===== config.mk =====
export PLATFORM = sky130hd
export DESIGN_NAME = heat_diffusion_ftcs_1d
export DESIGN_NICKNAME = d
export VERILOG_FILES = /design/src/rtl/hdf_pkg.sv /design/src/rtl/heat_diffusion_ftcs_1d.sv
export SDC_FILE = /design/constraint.sdc
export NUM_CORES = 2
export LEC_CHECK = 0
export BUFFER_PORTS_ARGS = -buffer_cell sky130_fd_sc_hd__buf_4
export CAP_MARGIN = 20
export CELL_PAD_IN_SITES_DETAIL_PLACEMENT = 1
export CELL_PAD_IN_SITES_GLOBAL_PLACEMENT = 2
export CORE_ASPECT_RATIO = 0.5
export CORE_MARGIN = 10
export CORE_UTILIZATION = 44
export CTS_CLUSTER_DIAMETER = 60
export CTS_CLUSTER_SIZE = 20
export DETAILED_ROUTE_END_ITERATION = 7
export PLACE_DENSITY_LB_ADDON = 0.1
export SYNTH_ARGS = -nofsm -noshare
export SYNTH_HDL_FRONTEND = slang
export SYNTH_SLANG_ARGS = --single-unit

===== constraint.sdc =====
create_clock -name clk_i -period 12.8 [get_ports clk_i]
set_clock_uncertainty 0.15 [all_clocks]
set_input_delay 3.2 -clock clk_i [delete_from_list [all_inputs] [get_ports clk_i]]
set_output_delay 3.2 -clock clk_i [all_outputs]
set_load 0.1 [all_outputs]

===== src/rtl/hdf_pkg.sv =====
// ----------------------------------------------------------------------------
// hdf_pkg : shared types for the 1D heat diffusion solver
// Command and result words, op codes, register indexes and sequencer states.
// ----------------------------------------------------------------------------
package hdf_pkg;

  localparam int unsigned ValW   = 24;  // temperature, signed Q2.21
  localparam int unsigned CoeffW = 16;  // diffusion coefficient, unsigned Q0.16
  localparam int unsigned IdxW   = 7;   // cell index field
  localparam int unsigned StepW  = 16;  // step count field
  localparam int unsigned CfgIdxW = 2;  // configuration register index

  typedef enum logic [1:0] {
    OP_LOAD = 2'd0,
    OP_RUN  = 2'd1,
    OP_READ = 2'd2,
    OP_NONE = 2'd3
  } op_e;

  localparam logic [CfgIdxW-1:0] CFG_COEFF = 2'd0;
  localparam logic [CfgIdxW-1:0] CFG_LAST  = 2'd1;

  localparam logic [CoeffW-1:0] CoeffReset = 16'd328;
  localparam logic [IdxW-1:0]   LastReset  = 7'd100;

  typedef struct packed {
    op_e                     op;
    logic [IdxW-1:0]         cell_index;
    logic signed [ValW-1:0]  cell_value;
    logic [StepW-1:0]        step_count;
  } cmd_t;

  typedef struct packed {
    logic signed [ValW-1:0]  read_value;
    logic                    done_res;
  } res_t;

  typedef enum logic [2:0] {
    S_IDLE,    // wait for a command word
    S_READ,    // read data returning from the grid
    S_STEP,    // open a time step: fetch the left boundary
    S_LEFT,    // capture the left boundary, fetch cell 1
    S_CENTRE,  // capture cell 1, fetch cell 2
    S_MUL,     // form the Laplacian and multiply by the coefficient
    S_UPD      // round, add, saturate and write back one cell
  } state_e;

endpackage


===== src/rtl/heat_diffusion_ftcs_1d.sv =====
// ----------------------------------------------------------------------------
// heat_diffusion_ftcs_1d : explicit FTCS solver for the 1D heat equation
// Grid in on-chip memory, one multiply-round-saturate unit shared by all cells.
// ----------------------------------------------------------------------------
// Usage
//   Command channel: a word on cmd_i is taken at a rising edge with start_i
//   high and busy_o low. Ops: load a cell, run step_count time steps, read a
//   cell. Any other op completes with done_res low.
//   Result channel: every command gives exactly one result word on res_o,
//   marked by res_valid_o for one cycle. The receiver cannot stall it.
//   Config channel: cfg_valid_i/cfg_ready_o with index and data; index 0 is
//   the coefficient (Q0.16), index 1 the right boundary cell. Write it only
//   while the block is idle; cfg_ready_o is always high.
// Sequence (command taken to strobe)
//   load, unknown op, idle run: the strobe is registered; busy_o never rises.
//   read: S_READ, then the registered strobe.
//   run:  step_count time steps over cells 1 to R-1, R the clamped boundary cell.
//   Each interior cell goes through the single grid read port and the one
//   multiplier: multiply in S_MUL, then round/add/saturate/write in S_UPD.
// Reset clears the sequencer and restores the registers to their defaults;
// grid contents are undefined until loaded.
module heat_diffusion_ftcs_1d #(
  parameter int unsigned CELLS = 128
) (
  input  logic                              clk_i,
  input  logic                              rst_ni,
  input  logic                              start_i,
  output logic                              busy_o,
  input  hdf_pkg::cmd_t                     cmd_i,
  output logic                              res_valid_o,
  output hdf_pkg::res_t                     res_o,
  input  logic                              cfg_valid_i,
  output logic                              cfg_ready_o,
  input  logic [hdf_pkg::CfgIdxW-1:0]       cfg_index_i,
  input  logic [hdf_pkg::CoeffW-1:0]        cfg_data_i
);
  import hdf_pkg::*;

  localparam int unsigned AW = $clog2(CELLS);
  localparam int unsigned IW = (AW > IdxW) ? AW : IdxW;
  localparam int unsigned LapW  = ValW + 3;
  localparam int unsigned ProdW = LapW + CoeffW + 1;
  localparam int unsigned RndW  = ProdW - 16;
  localparam int unsigned SumW  = RndW + 1;

  // Grid memory
  logic [ValW-1:0] mem [CELLS];
  logic            mem_we, mem_re;
  logic [AW-1:0]   mem_waddr, mem_raddr;
  logic [ValW-1:0] mem_wdata;
  logic [ValW-1:0] rd_data_q;

  // Control
  state_e           state_q, state_d;
  logic [StepW-1:0] steps_q;
  logic [CoeffW-1:0] coeff_q;
  logic [IdxW-1:0]  last_q;
  logic             res_valid_q;
  res_t             res_q;
  logic             rd_oob_q;
  logic             res_fire;

  // Datapath
  logic [AW-1:0]           idx_q;
  logic signed [ValW-1:0]  left_q, centre_q;
  logic signed [ProdW-1:0] prod_q, prod_d;

  logic             cmd_take;
  logic [IW-1:0]    cmd_idx_w, last_w, right_w;
  logic [AW-1:0]    cmd_addr, right;
  logic             idx_ok, run_ok, cell_last;
  logic signed [LapW-1:0]  lap;
  logic signed [ProdW-1:0] prod_rnd;
  logic signed [RndW-1:0]  upd;
  logic signed [SumW-1:0]  sum;
  logic signed [ValW-1:0]  new_val;

  assign cmd_take  = start_i && !busy_o;
  assign cmd_idx_w = IW'(cmd_i.cell_index);
  assign cmd_addr  = cmd_idx_w[AW-1:0];
  assign idx_ok    = 32'(cmd_i.cell_index) < 32'(CELLS);

  // Clamp the right boundary to the last stored cell
  assign last_w  = IW'(last_q);
  assign right_w = (32'(last_w) > 32'(CELLS - 1)) ? IW'(CELLS - 1) : last_w;
  assign right   = right_w[AW-1:0];
  assign run_ok  = (cmd_i.step_count != '0) && (32'(right_w) >= 32'd2);
  assign cell_last = (idx_q + AW'(1)) == right;

  // Shared arithmetic: Laplacian times coefficient, then round half up
  assign lap = LapW'(left_q) - (LapW'(centre_q) <<< 1)
             + LapW'($signed(rd_data_q));
  assign prod_d   = ProdW'($signed({1'b0, coeff_q})) * ProdW'(lap);
  assign prod_rnd = prod_q + ProdW'(32768);
  assign upd      = prod_rnd[ProdW-1:16];
  assign sum      = SumW'(centre_q) + SumW'(upd);

  always_comb begin
    priority if (sum > SumW'(8388607)) begin
      new_val = ValW'(8388607);
    end else if (sum < -SumW'(8388608)) begin
      new_val = ValW'(-8388608);
    end else begin
      new_val = sum[ValW-1:0];
    end
  end

  // Next state
  always_comb begin
    state_d = state_q;
    unique case (state_q)
      S_IDLE: begin
        if (start_i) begin
          if (cmd_i.op == OP_READ) begin
            state_d = S_READ;
          end else if (cmd_i.op == OP_RUN && run_ok) begin
            state_d = S_STEP;
          end
        end
      end
      S_READ:   state_d = S_IDLE;
      S_STEP:   state_d = S_LEFT;
      S_LEFT:   state_d = S_CENTRE;
      S_CENTRE: state_d = S_MUL;
      S_MUL:    state_d = S_UPD;
      S_UPD: begin
        if (!cell_last) begin
          state_d = S_MUL;
        end else if (steps_q == StepW'(1)) begin
          state_d = S_IDLE;
        end else begin
          state_d = S_STEP;
        end
      end
      default:  state_d = S_IDLE;
    endcase
  end

  // Memory port control
  always_comb begin
    mem_we    = 1'b0;
    mem_waddr = cmd_addr;
    mem_wdata = cmd_i.cell_value;
    mem_re    = 1'b0;
    mem_raddr = cmd_addr;
    unique case (state_q)
      S_IDLE: begin
        mem_we = cmd_take && cmd_i.op == OP_LOAD && idx_ok;
        mem_re = cmd_take && cmd_i.op == OP_READ && idx_ok;
      end
      S_STEP: begin
        mem_re    = 1'b1;
        mem_raddr = '0;
      end
      S_LEFT: begin
        mem_re    = 1'b1;
        mem_raddr = AW'(1);
      end
      S_CENTRE: begin
        mem_re    = 1'b1;
        mem_raddr = AW'(2);
      end
      S_UPD: begin
        mem_we    = 1'b1;
        mem_waddr = idx_q;
        mem_wdata = new_val;
        mem_re    = !cell_last;
        mem_raddr = idx_q + AW'(2);
      end
      default: begin
      end
    endcase
  end

  always_ff @(posedge clk_i) begin
    if (mem_we) begin
      mem[mem_waddr] <= mem_wdata;
    end
    if (mem_re) begin
      rd_data_q <= mem[mem_raddr];
    end
  end

  // Strobe a result word: an immediate command, a read returning, or the
  // last cell of the last step
  assign res_fire = (state_q == S_IDLE && cmd_take && cmd_i.op != OP_READ
                     && !(cmd_i.op == OP_RUN && run_ok))
                 || (state_q == S_READ)
                 || (state_q == S_UPD && cell_last && steps_q == StepW'(1));

  // Sequencer, step counter, result strobe and configuration registers
  always_ff @(posedge clk_i or negedge rst_ni) begin
    if (!rst_ni) begin
      state_q     <= S_IDLE;
      steps_q     <= '0;
      res_valid_q <= 1'b0;
      coeff_q     <= CoeffReset;
      last_q      <= LastReset;
    end else begin
      state_q     <= state_d;
      res_valid_q <= res_fire;
      if (cfg_valid_i) begin
        unique case (cfg_index_i)
          CFG_COEFF: coeff_q <= cfg_data_i;
          CFG_LAST:  last_q  <= cfg_data_i[IdxW-1:0];
          default: begin
          end
        endcase
      end
      if (state_q == S_IDLE && cmd_take && cmd_i.op == OP_RUN && run_ok) begin
        steps_q <= cmd_i.step_count;
      end else if (state_q == S_UPD && cell_last) begin
        steps_q <= steps_q - StepW'(1);
      end
    end
  end

  always_ff @(posedge clk_i or negedge rst_ni) begin
    if (!rst_ni) begin
      left_q <= '0;
    end else if (state_q == S_LEFT) begin
      left_q <= $signed(rd_data_q);
    end else if (state_q == S_UPD) begin
      left_q <= centre_q;
    end
  end

  // Payload registers
  always_ff @(posedge clk_i) begin
    unique case (state_q)
      S_IDLE: begin
        rd_oob_q <= !idx_ok;
        res_q.read_value <= '0;
        res_q.done_res   <= cmd_i.op != OP_NONE;
      end
      S_READ: begin
        res_q.read_value <= rd_oob_q ? '0 : $signed(rd_data_q);
        res_q.done_res   <= 1'b1;
      end
      S_STEP: idx_q <= AW'(1);
      S_CENTRE: centre_q <= $signed(rd_data_q);
      S_MUL: prod_q <= prod_d;
      S_UPD: begin
        centre_q <= $signed(rd_data_q);
        idx_q    <= idx_q + AW'(1);
        res_q.read_value <= '0;
        res_q.done_res   <= 1'b1;
      end
      default: begin
      end
    endcase
  end

  assign busy_o      = state_q != S_IDLE;
  assign res_valid_o = res_valid_q;
  assign res_o       = res_q;
  assign cfg_ready_o = 1'b1;

  // Checks
  a_upd_interior: assert property (@(posedge clk_i) disable iff (!rst_ni)
    (state_q == S_UPD) |-> (idx_q != '0 && idx_q < right))
    else $error("update outside the interior cells");

  a_step_count: assert property (@(posedge clk_i) disable iff (!rst_ni)
    (state_q == S_STEP) |-> (steps_q != '0))
    else $error("time step opened with no steps left");

  a_busy_write: assert property (@(posedge clk_i) disable iff (!rst_ni)
    (mem_we && state_q != S_IDLE) |-> (state_q == S_UPD))
    else $error("grid written outside the update state");

  a_not_done: assert property (@(posedge clk_i) disable iff (!rst_ni)
    (res_valid_q && !res_q.done_res) |->
      $past(cmd_take && cmd_i.op == OP_NONE))
    else $error("done cleared without an unknown op");

endmodule


Word-level counts from Yosys, hierarchy flattened

Memory sizes are Yosys's and may differ from the RTL's. A register that Yosys moved wholly into a read port is not among the register bits.
Index checks and enable logic that the tools add are counted.

$mul: 1
Bitwise gates (word level): 0
Eq/ne operators: 15
Mux-type cells: 21
$lt $le $gt $ge: 3
Shift operators: 0
Add/sub/neg operators: 7
Reductions and logical operators: 31
Divide/modulo/power cells: 0

Operator list:

| operator                                                               | number |
|---|---|
| 24-bit two-way mux                                                     | 5 |
| 25-bit case mux with 3 select lines                                    | 1 |
| 44-bit by 17-bit adder with 44-bit output, second input constant       | 1 |
| 17-bit by 27-bit multiplier with 44-bit output                         | 1 |
| 16-bit two-way mux                                                     | 2 |
| 24-bit by 28-bit adder with 29-bit output                              | 1 |
| 29-bit by 24-bit > comparator with 1-bit output, second input constant | 1 |
| 29-bit by 24-bit < comparator with 1-bit output, second input constant | 1 |
| 7-bit case mux with 4 select lines                                     | 1 |
| 26-bit by 24-bit adder with 27-bit output                              | 1 |
| 24-bit by 25-bit subtractor with 26-bit output                         | 1 |
| 3-bit case mux with 6 select lines                                     | 1 |
| 16-bit by 1-bit == test with 1-bit output, second input constant       | 1 |
| 16-bit nonzero test                                                    | 1 |
| 16-bit by 1-bit subtractor with 16-bit output, second input constant   | 1 |
| 7-bit case mux with 2 select lines                                     | 1 |
| 1-bit logical AND                                                      | 12 |
| 3-bit two-way mux                                                      | 4 |
| 3-bit == test, second input constant                                   | 3 |
| 7-bit by 1-bit adder with 7-bit output, second input constant          | 1 |
| 7-bit by 2-bit adder with 7-bit output, second input constant          | 1 |
| 7-bit == test                                                          | 1 |
| 7-bit by 2-bit >= comparator with 1-bit output, second input constant  | 1 |
| 7-bit two-way mux                                                      | 1 |
| other kinds (19)                                                       | 33 |

Memories kept: 1
Logic and storage cells: 90
Bits in writable memories: 3072
Bits of input ports: 71
Bits in read-only memories: 0
Bits in latches: 0
Register bits after elaboration: 167

Memories:

| memory | depth | bits a word | read ports | clocked after memory_dff | wr ports | line                         | source |
|---|---|---|---|---|---|---|---|
| mem    | 128   | 24          | 1          | 1                        | 1        | heat_diffusion_ftcs_1d.sv:47 | `logic [ValW-1:0] mem [CELLS];` |

Longest topological paths before layout

Depth in word-level cells: 8
Mapped depth: 36
Depth with buffers taken out: 35

Least setup slack after synthesis

OpenSTA, ideal clock, no wires.

Kind: flip-flop to flip-flop
From: register prod_q[17]
To: memory mem[0][6], data pin
Stages on the path, launching flop included: 19
Clock period less this slack: 10.509 ns
Arrival: 9.120 ns
Library setup time: 1.239 ns
Buffers on the path: 2
Slack: 2.291 ns
Cell sequence: edfxtp_1 nand3_1 nor3_1 and4_1 and3_1 clkbuf_1 nand3_1 xnor2_1 ha_1 clkbuf_1 nand3_1 nor2_1 and4_1 nand2_1 o31ai_1 o2111ai_1 nor4_4 a21oi_2 o32ai_1

Longest elaborated chain between the ends: 6
Elaborated cells between the ends (all ways): 7
Classes of those cells: add/sub: 2; order compare: 2; mux: 3

RTL lines:

| element                                         | line                          | source |
|---|---|---|
| start, declared                                 | heat_diffusion_ftcs_1d.sv:66  | `logic signed [ProdW-1:0] prod_q, prod_d;` |
| start signal, assigned                          | heat_diffusion_ftcs_1d.sv:242 | `S_MUL: prod_q <= prod_d;` |
| 44-bit by 17-bit adder with 44-bit output *     | heat_diffusion_ftcs_1d.sv:94  | `assign prod_rnd = prod_q + ProdW'(32768);` |
| 24-bit by 28-bit adder with 29-bit output *     | heat_diffusion_ftcs_1d.sv:96  | `assign sum = SumW'(centre_q) + SumW'(upd);` |
| 29-bit by 24-bit < comparator with 1-bit output | heat_diffusion_ftcs_1d.sv:101 | `end else if (sum < -SumW'(8388608)) begin` |
| 24-bit two-way mux                              | heat_diffusion_ftcs_1d.sv:101 |  |
| 24-bit two-way mux *                            | heat_diffusion_ftcs_1d.sv:99  | `priority if (sum > SumW'(8388607)) begin` |
| 24-bit two-way mux *                            | heat_diffusion_ftcs_1d.sv:146 | `unique case (state_q)` |
| net mem_wdata[6]                                | heat_diffusion_ftcs_1d.sv:50  | `logic [ValW-1:0] mem_wdata;` |
| end, declared                                   | heat_diffusion_ftcs_1d.sv:47  |  |

Mark *: on every way through the listed nets, which the timed path passes. The rest lies on a longest branch.

Final worst setup path

From: register rd_data_q[3], read port of mem
To: register prod_q[37], data pin

Longest elaborated chain between the ends: 2

RTL lines:

| element                                        | line                         | source |
|---|---|---|
| start, declared                                | heat_diffusion_ftcs_1d.sv:51 | `logic [ValW-1:0] rd_data_q;` |
| 26-bit by 24-bit adder with 27-bit output      | heat_diffusion_ftcs_1d.sv:92 | `+ LapW'($signed(rd_data_q));` |
| 17-bit by 27-bit multiplier with 44-bit output | heat_diffusion_ftcs_1d.sv:93 | `assign prod_d = ProdW'($signed({1'b0, coeff_q})) * ProdW'(lap);` |
| net prod_d[37]                                 | heat_diffusion_ftcs_1d.sv:66 |  |

The timed path passes the listed nets, and every way through them passes these cells.
A chain may end at the register's enable or synchronous reset.

==> results.md <==
- Hold Buf Count CTS: 0
- RSZ-0062 raised after global routing: no
- Met3 Use GR: 4.286%
- Via count: 100793
- Post-synth EDFFs: 3181
- Unique cell type count in the Yosys netlist: 85
- Rel. slew slack: 21.22%
- Reg clk slew, reported paths: 0.09 ns
- Port Buffers: 97
- Slew Viols, Final: 0
- Post-DP HPWL: 302700 um
- R2r setup slk: 2.35 ns
- Final setup viols: 0
- Via/cell ratio: 5.892
- I/O pin count: 99
- Tot GR Track Use: 27.33%
- Post-synth top cells: nand2_1 (3481), edfxtp_1 (3181), nand3_1 (2293), clkbuf_1 (642), inv_1 (609)
- Die Wd: 840.2 um
- Final Cycle Share: 81.63%
- Setup bufs post-CTS: 0
- Most common cell in the netlist: nand2_1
- Most used cell, CP: fa_1
- Final Hold Vio Count: 0
- Met2 Use GR: 42.77%
- Final #Nets: 13245
- Fin crit period: 10.45 ns
- Cts bufs inserted: 199
- Die height: 430.1 um
- Startpoint Class: flip-flop
- Main synth FF type: edfxtp_1
- Synth Register Bits: 3248
- CP Depth: 34
- Synth top area cells: edfxtp_1 (65%), nand2_1 (8.8%), nand3_1 (7.8%)
- Initial antenna violation count: 37
- Req. time, crit path: 13.24 ns
- CTS Root Cell: clkbuf_16
- DRC viols: 0
- CP max stage cell: a21oi_1
- Clock Tree Buf Depth: 4
- CP delay by family, top: adder cells
- Netlist Area Pre-Place: 148000 sq um
- Critical path type: flip-flop to flip-flop
- Status: completed
- Core ar.: 334400 sq um
- FMAX: 95.71 MHz
- Cts repair resizes: 0
- Final ANT Viol Nets: 0
- Seq/Total Area, Yosys: 65.68%
- Fraction of layout cells with a size suffix above 1: 7.856%
- Setup TNS: 0 ns
- Async SR Flop Fraction: 2.063%
- Worst-margin pin slew: 1.182 ns
- Synth warn: 0
- CTS H-tree depth: 4
- Met1 usage: 40.32%
- Reg2Reg Capture Point: prod_q[37]$_DFFE_PP_
- Drt initial violations: 11257
- Largest net degree at the start of global routing: 171
- R2R depth: 34
- Syn Nets: 13347
- Initial Util: 44.25%
- CTS tree: built
- Die area: 361300 sq um
- Post-Synthesis Cells: 12670
- Critical Path Fanout Max: 10
- Busiest grt layer: met2
- Routed wire length per instance: 29.52 um
- Max_cap viols: 0
- Mean Syn Cell Area: 11.68 sq um
- Post-synth top area cell: edfxtp_1
- CP Capture Type: flip-flop
- Clk sink count: 3248
- Final wirelength: 505000 um
- Worst Hold Class: flip-flop to flip-flop
- Total gr overflow: 0
- Final Wtd Congestion: 0.8333
- Buf+Inv Stages, Crit Path: 7
- Worst Setup SP: rd_data_q[3]$_DFFE_PP_
- Crit Reg-Reg Startpoint: rd_data_q[3]$_DFFE_PP_
- Critical Path AT: 10.89 ns
- FP Rows: 150
- Vias in the first global route: 102385
- P&R area growth vs syn: 8.839%
- Skew-Pair Late Insertion Delay: 0.96 ns
- Top cell type's share of synthesized area: 64.55%
- Global-route wire length before repair: 730700 um
- Critical path endpoint: prod_q[37]$_DFFE_PP_
- Worst path max stage delay: 0.58 ns
- TritonRoute pass-1 iters: 5
-- layout make-up --
cell class / count / area (sq um)
Fill cell: 34697 / 173400
Inverter: 609 / 2286
Tap cell: 4484 / 5610
Sequential cell: 3248 / 97210
Timing Repair Buffer: 467 / 3829
Antenna cell: 9 / 22.52
Clock buffer: 217 / 5090
Multi-Input combinational cell: 8043 / 46660
Clock inverter: 30 / 365.4
-- cell families after synthesis --
| group | share of synthesized area (%) |
|---|---|
| AND/OR/NAND/NOR | 19.22 |
| adder cells (fa/ha/maj) | 7.366 |
| AO/OA/AOI/OAI | 3.047 |
| multiplexers | 0.3052 |
| flip-flops | 65.68 |
| buffers and inverters | 3.555 |
| XOR/XNOR | 0.8159 |
| other | 0.002534 |
-- layout by cell type (no fill, tap or decap), drive strengths merged, types with 11 or more instances in the layout --
cell     Yosys  layout
a2111oi     25      25
a211oi      16      16
a21o        39      39
a21oi      455     455
a31oi       35      35
and2       166     166
and3        21      21
buf        128     467
clkbuf     642     217
clkinv       0      15
dfrtp       61      61
edfxtp    3181    3181
fa         442     442
ha         164     164
inv        609     622
mux2        33      33
nand2     3481    3481
nand2b      37      37
nand3     2294    2294
nand3b      11      11
nand4       68      68
nor2       248     248
nor2b       23      23
nor3        19      19
nor4        83      83
o211ai      12      12
o21ai       89      89
o22ai       43      43
or3         12      12
xnor2       90      90
xor2        40      40
-- worst reg2reg max path: cells and delay by family (launching register included) --
kind / cells / cell delay (ns)
adder cells (fa/ha/maj): 9 / 4.14
AO/OA/AOI/OAI: 16 / 4.13
buffers and inverters: 7 / 0.69
flip-flops: 1 / 0.40
AND/OR/NAND/NOR: 1 / 0.36
multiplexers: 1 / 0.26
-- sequential cells by signal, summed over array words and instances (netlist names), 7 cells and up --
register and flops:
centre_q 24, coeff_q 16, idx_q 7, last_q 7, left_q 24, mem 3072
prod_q 29, rd_data_q 24, res_o 25, steps_q 16
-- metrics by stage --
| step | area (sq um) | utilization, % | hold slack (ns) | setup slack (ns) | instances |
|---|---|---|---|---|---|
| after floorplan | 148000 | - | 0.3008 | 2.291 | 12670 |
| after global placement | 155500 | 46.48 | 0.3116 | 2.625 | 16835 |
| after detailed placement | 155500 | 46.51 | 0.3186 | 2.473 | 16844 |
| after CTS | 161000 | 48.14 | 0.3399 | 2.363 | 17091 |
| after global routing | 161100 | 48.16 | 0.3509 | 1.818 | 17100 |
| final | 161100 | 48.16 | 0.3431 | 2.352 | 17107 |
-- routing by layer --
metal | vias up | part of all wire, %
li1 | 43746 | -
met1 | 53151 | 45
met2 | 3345 | 45
met3 | 543 | 7.4
met4 | 8 | 2.3
met5 | - | 0.011
-- worst min path at each step --
stage	startpoint	end	slack [ns]	depth (start not counted)
final	rd_data_q[16]$_DFFE_PP_	centre_q[16]$_DFFE_PP_	0.34	0
after global routing	rd_data_q[16]$_DFFE_PP_	centre_q[16]$_DFFE_PP_	0.35	0
after CTS	rd_data_q[16]$_DFFE_PP_	centre_q[16]$_DFFE_PP_	0.34	0
after detailed placement	rd_data_q[16]$_DFFE_PP_	centre_q[16]$_DFFE_PP_	0.32	0
after global placement	rd_data_q[4]$_DFFE_PP_	centre_q[4]$_DFFE_PP_	0.31	0
after floorplan	rd_data_q[10]$_DFFE_PP_	centre_q[10]$_DFFE_PP_	0.30	0
Power is left out: the tool's default activity adds up to more than one toggle a clock period on the data nets, which glitch-free logic cannot reach.
